===== config.mk =====
export PLATFORM = sky130hd
export DESIGN_NAME = rsfr_queue
export DESIGN_NICKNAME = d
export VERILOG_FILES = /design/src/rtl/core/rsfr_pkg.sv /design/src/rtl/core/rsfr_queue.sv
export SDC_FILE = /design/constraint.sdc
export NUM_CORES = 1
export LEC_CHECK = 0
export BUFFER_PORTS_ARGS = -buffer_cell sky130_fd_sc_hd__buf_4
export CORE_ASPECT_RATIO = 0.8
export CORE_UTILIZATION = 35
export CTS_CLUSTER_DIAMETER = 30
export CTS_CLUSTER_SIZE = 25
export DETAILED_ROUTE_END_ITERATION = 6
export PLACE_DENSITY = 0.61
export SYNTH_ARGS = -nofsm -noshare
export SYNTH_HDL_FRONTEND = slang
export SYNTH_SLANG_ARGS = --single-unit

===== constraint.sdc =====
create_clock -name clk -period 7.8 [get_ports clk]
set_clock_uncertainty 0.1 [all_clocks]
set_input_delay 1.56 -clock clk [delete_from_list [all_inputs] [get_ports clk]]
set_output_delay 1.56 -clock clk [all_outputs]
set_load 0.005 [all_outputs]

===== src/rtl/core/rsfr_pkg.sv =====
`default_nettype none

package rsfr_pkg;

    localparam int BYTE_W      = 8;
    localparam int SAMPLE_W    = 10;
    localparam int GROUP_N     = 4;
    localparam int GATHER_W    = 32;
    localparam int SGATHER_W   = 30;
    localparam int GROUP_W     = 40;
    localparam int QUEUE_DEPTH = 2;
    localparam int QPTR_W      = 1;
    localparam int QCNT_W      = 2;
    localparam int CFG_IDX_W   = 1;
    localparam int CFG_DATA_W  = 1;

    localparam logic [CFG_IDX_W-1:0] CFG_IDX_IN_MODE  = 1'b0;
    localparam logic [CFG_IDX_W-1:0] CFG_IDX_OUT_MODE = 1'b1;

    typedef logic [BYTE_W-1:0]   byte_t;
    typedef logic [SAMPLE_W-1:0] sample_t;

    // One queue entry: four samples (index 0 first) or a single sample in slot 0.
    typedef struct packed {
        logic [GROUP_N-1:0][SAMPLE_W-1:0] samples;
        logic                             quad;
    } grp_t;

    // Mode bit and clear strobe handed to each half.
    typedef struct packed {
        logic mode_packed;
        logic clr;
    } ctl_t;

    // Signed 16-bit word -> trunc(w / 64) + 512
    function automatic sample_t word_to_sample(input logic [15:0] w);
        logic [15:0] t;
        logic [9:0]  q;
        t = w + (w[15] ? 16'd63 : 16'd0);
        q = t[15:6];
        return {~q[9], q[8:0]};
    endfunction

    // (s - 512) * 64 as 16-bit little-endian
    function automatic byte_t sample_lo(input sample_t s);
        return {s[1:0], 6'b0};
    endfunction

    function automatic byte_t sample_hi(input sample_t s);
        return {~s[9], s[8:2]};
    endfunction

endpackage

`default_nettype wire


===== src/rtl/core/rsfr_queue.sv =====
`default_nettype none

module rsfr_queue import rsfr_pkg::*;
(
    input  wire logic clk,
    input  wire logic rst_n,
    input  wire logic push,
    input  wire grp_t push_data,
    output logic      full,
    output logic      head_valid,
    output grp_t      head,
    input  wire logic pop
);

    grp_t              entry_reg [QUEUE_DEPTH];
    logic [QPTR_W-1:0] wr_ptr_reg, rd_ptr_reg;
    logic [QCNT_W-1:0] count_reg;
    logic              do_push, do_pop;

    assign full       = (count_reg == QCNT_W'(QUEUE_DEPTH));
    assign head_valid = (count_reg != '0);
    assign head       = entry_reg[rd_ptr_reg];
    assign do_push    = push && !full;
    assign do_pop     = pop && head_valid;

    always_ff @(posedge clk)
    begin
        if (do_push)
            entry_reg[wr_ptr_reg] <= push_data;
    end

    always_ff @(posedge clk or negedge rst_n)
    begin
        if (!rst_n)
        begin
            wr_ptr_reg <= '0;
            rd_ptr_reg <= '0;
            count_reg  <= '0;
        end
        else
        begin
            if (do_push)
                wr_ptr_reg <= (wr_ptr_reg == QPTR_W'(QUEUE_DEPTH - 1)) ? '0
                                                                       : wr_ptr_reg + 1'b1;
            if (do_pop)
                rd_ptr_reg <= (rd_ptr_reg == QPTR_W'(QUEUE_DEPTH - 1)) ? '0
                                                                       : rd_ptr_reg + 1'b1;
            if (do_push && !do_pop)
                count_reg <= count_reg + 1'b1;
            else if (do_pop && !do_push)
                count_reg <= count_reg - 1'b1;
        end
    end

endmodule

`default_nettype wire


==> results.tsv <==
metric	value	unit
Routed Wire Length	5734	um
core area	9193	um2
violated checks	design-rule violations	
global-route wire length before repair	8611	um
count of final setup violators	0	
port bufs	87	
final setup TNS	0	ps
number of flip-flops in the largest register	82	
Synth Cell Area	3362	um2
synth unique cells	16	
# IOs	88	
RePlAce Congestion	0.6659	
die height	89.66	um
Fillers	772	
clk_lat worst skew	330	ps
Post-Synth XOR/XNOR Area	1.303	%
Mapped Cells	147	
vias in the first global route	1670	
vias post-DR	1634	
Final nets	288	
Final Max Slew Viols	0	
Die X	111.6	um
Leak Pwr	1.749	nW
clk root buf	clkbuf_16	
largest net degree at the start of global routing	42	
# Max-Cap Violations	0	
WP data required	6140	ps
total power per unit cell area	362.0	nW/um2
critical path capture point type	output pin	
final hold violations	0	
gr usage total	11.98	%
hold wc startpoint	count_reg[1]$_DFFE_PN0P_	
Yosys reg bits	86	
row cnt	31	
max_slew headroom	32.55	%
Syn Nets	193	
GRT overflow	0	
unrepaired setup endpoints after global routing	false	
Reg2Reg Depth	4	
hold path endpoint	count_reg[1]$_DFFE_PN0P_	
DP HPWL	3740	um
WP data arrival	1970	ps
worst reg2reg setup slack	5660	ps
Diodes inserted	0	
DR DRC count	15	
hold path depth	1	
DRT antenna net count	0	
largest family of logic cells by synthesized area	multiplexers	
status	complete, but fails checks	
crit path time final	3626	ps
FF-to-FF End	entry_reg[0][10]$_DFFE_PP_	
CTS tree	built	
Post-CTS Setup Inserts	0	
die area	10000	um2
CTS Buffer Depth	2	
via/cell ratio	4.514	
Critical Path Start Type	flop	
Starting Density	36.57	%
Area Overhead vs Synth	29.44	%
critical path fanouts, max	33	
initial DRC count	51	
CP Launch Point	rd_ptr_reg$_DFFE_PN0P_	
first-pass iteration count of the detailed router	6	
Synth Area in Compound Gates	0	%
synthesized area per cell	22.87	um2
Design Power	1.575	mW
initial antenna violation count	0	
final period utilization	46.49	%
fraction of layout cells with a size suffix above 1	59.51	%
Fmax	275.8	MHz
clk slew on worst S/H paths	60	ps
Hold Crit Class	flop to flop	
Synth warnings	0	
reg-to-reg startpoint	count_reg[0]$_DFFE_PN0P_	
Synth Area in Simple Gates	1.079	%
routed len/inst	15.84	um
Setup CP Type	flop to output pin	
Max VDD drop	239.0	uV
H-tree lvl count	3	
Seq/Total Area, Yosys	76.22	%
multiplexer share of the synthesized area	18.09	%
Hold Buf Count CTS	0	
Synth Area in Adders	0.3722	%
Worst Tran Pin Value	1012	ps
Resized Gates After CTS	0	
TritonCTS sink count	86	
Num CTS Buffers	9	
==> synth_stat cells <==
master    count  area share [%]
mux2_2        2            0.67
xnor2_1       3            0.78
dfrtp_1       4             3.0
nor2_1        2            0.22
xor2_1        2            0.52
nand2_2       1            0.19
buf_12        4             2.4
nand2b_1      1            0.19
or2_1         1            0.19
nand2_1       1            0.11
buf_6         1            0.33
mux2_4       39              17
inv_1         2            0.22
and3_1        1            0.19
edfxtp_1     82              73
ha_1          1            0.37
==> layout make-up <==
type                            count  area [um2]  share of cell area (%)
Timing Repair Buffer               89       668.1                   15.35
Multi-Input combinational cell     54       709.4                   16.30
Tap cell                          115       143.9                   3.307
Inverter                            2       7.507                  0.1725
Clock buffer                       11       232.7                   5.348
Sequential cell                    86        2564                   58.91
Clock inverter                      5       26.28                  0.6038
==> routing by layer <==
metal / GRT usage [%] / share of wire, %
met1: 14.16 / 45
met3: 6.846 / 11
met2: 18.41 / 43
met4: 4.423 / 1.2
met5: 0 / 0
==> worst max path at each step <==
| stage | endpoint | slack [ps] |
|---|---|---|
| after detailed placement | head[3] | 4490 |
| after global placement | head[2] | 4510 |
| after CTS | head[3] | 4130 |
| after global routing | head[19] | 4090 |
| after floorplan | entry_reg[0][0]$_DFFE_PP_ | 3890 |
| final | head[2] | 4170 |
==> through the flow <==
step                      utilization, %  setup slack [ps]  std cells  hold slack (ps)  cell area [um2]
after detailed placement           44.52              4491        346            379.3             4093
after CTS                          47.34              4129        362            389.4             4352
after global placement             44.52              4507        346            384.0             4093
after floorplan                        -              3886        147            356.4             3362
after global routing               47.34              4092        362            443.0             4352
final                              47.34              4174        362            390.2             4352
==> power by group <==
| group | switching [mW] | internal, mW | total, mW | leakage (nW) |
|---|---|---|---|---|
| clock network | 0.158 | 0.213 | 0.371 | 0.127 |
| logic | 0.216 | 0.311 | 0.527 | 0.814 |
| registers | 0.0417 | 0.635 | 0.677 | 0.807 |
| total | 0.417 | 1.16 | 1.58 | 1.75 |
==> kinds of logic (layout without fill, tap and decap cells) <==
group	after synthesis	in the layout
xor+xnor	5	5
fa+ha+maj	1	1
buf+inv	7	107
flops	86	86
mux	41	41
simple gates	7	7
==> cell usage in the layout (no fill, tap or decap), types with 2 or more instances in the layout <==
master     instances
buf_4             89
inv_1              2
xor2_1             2
mux2_2             2
clkinv_2           3
mux2_4            39
clkbuf_16          9
dfrtp_1            3
xnor2_1            3
clkbuf_1           2
edfxtp_1          82
==> critical path: stages (launching register included) <==
cell and delay (ps):
dfrtp_2 540, buf_4 580, mux2_4 360, buf_4 140
Power figures use the tool's default switching activity.
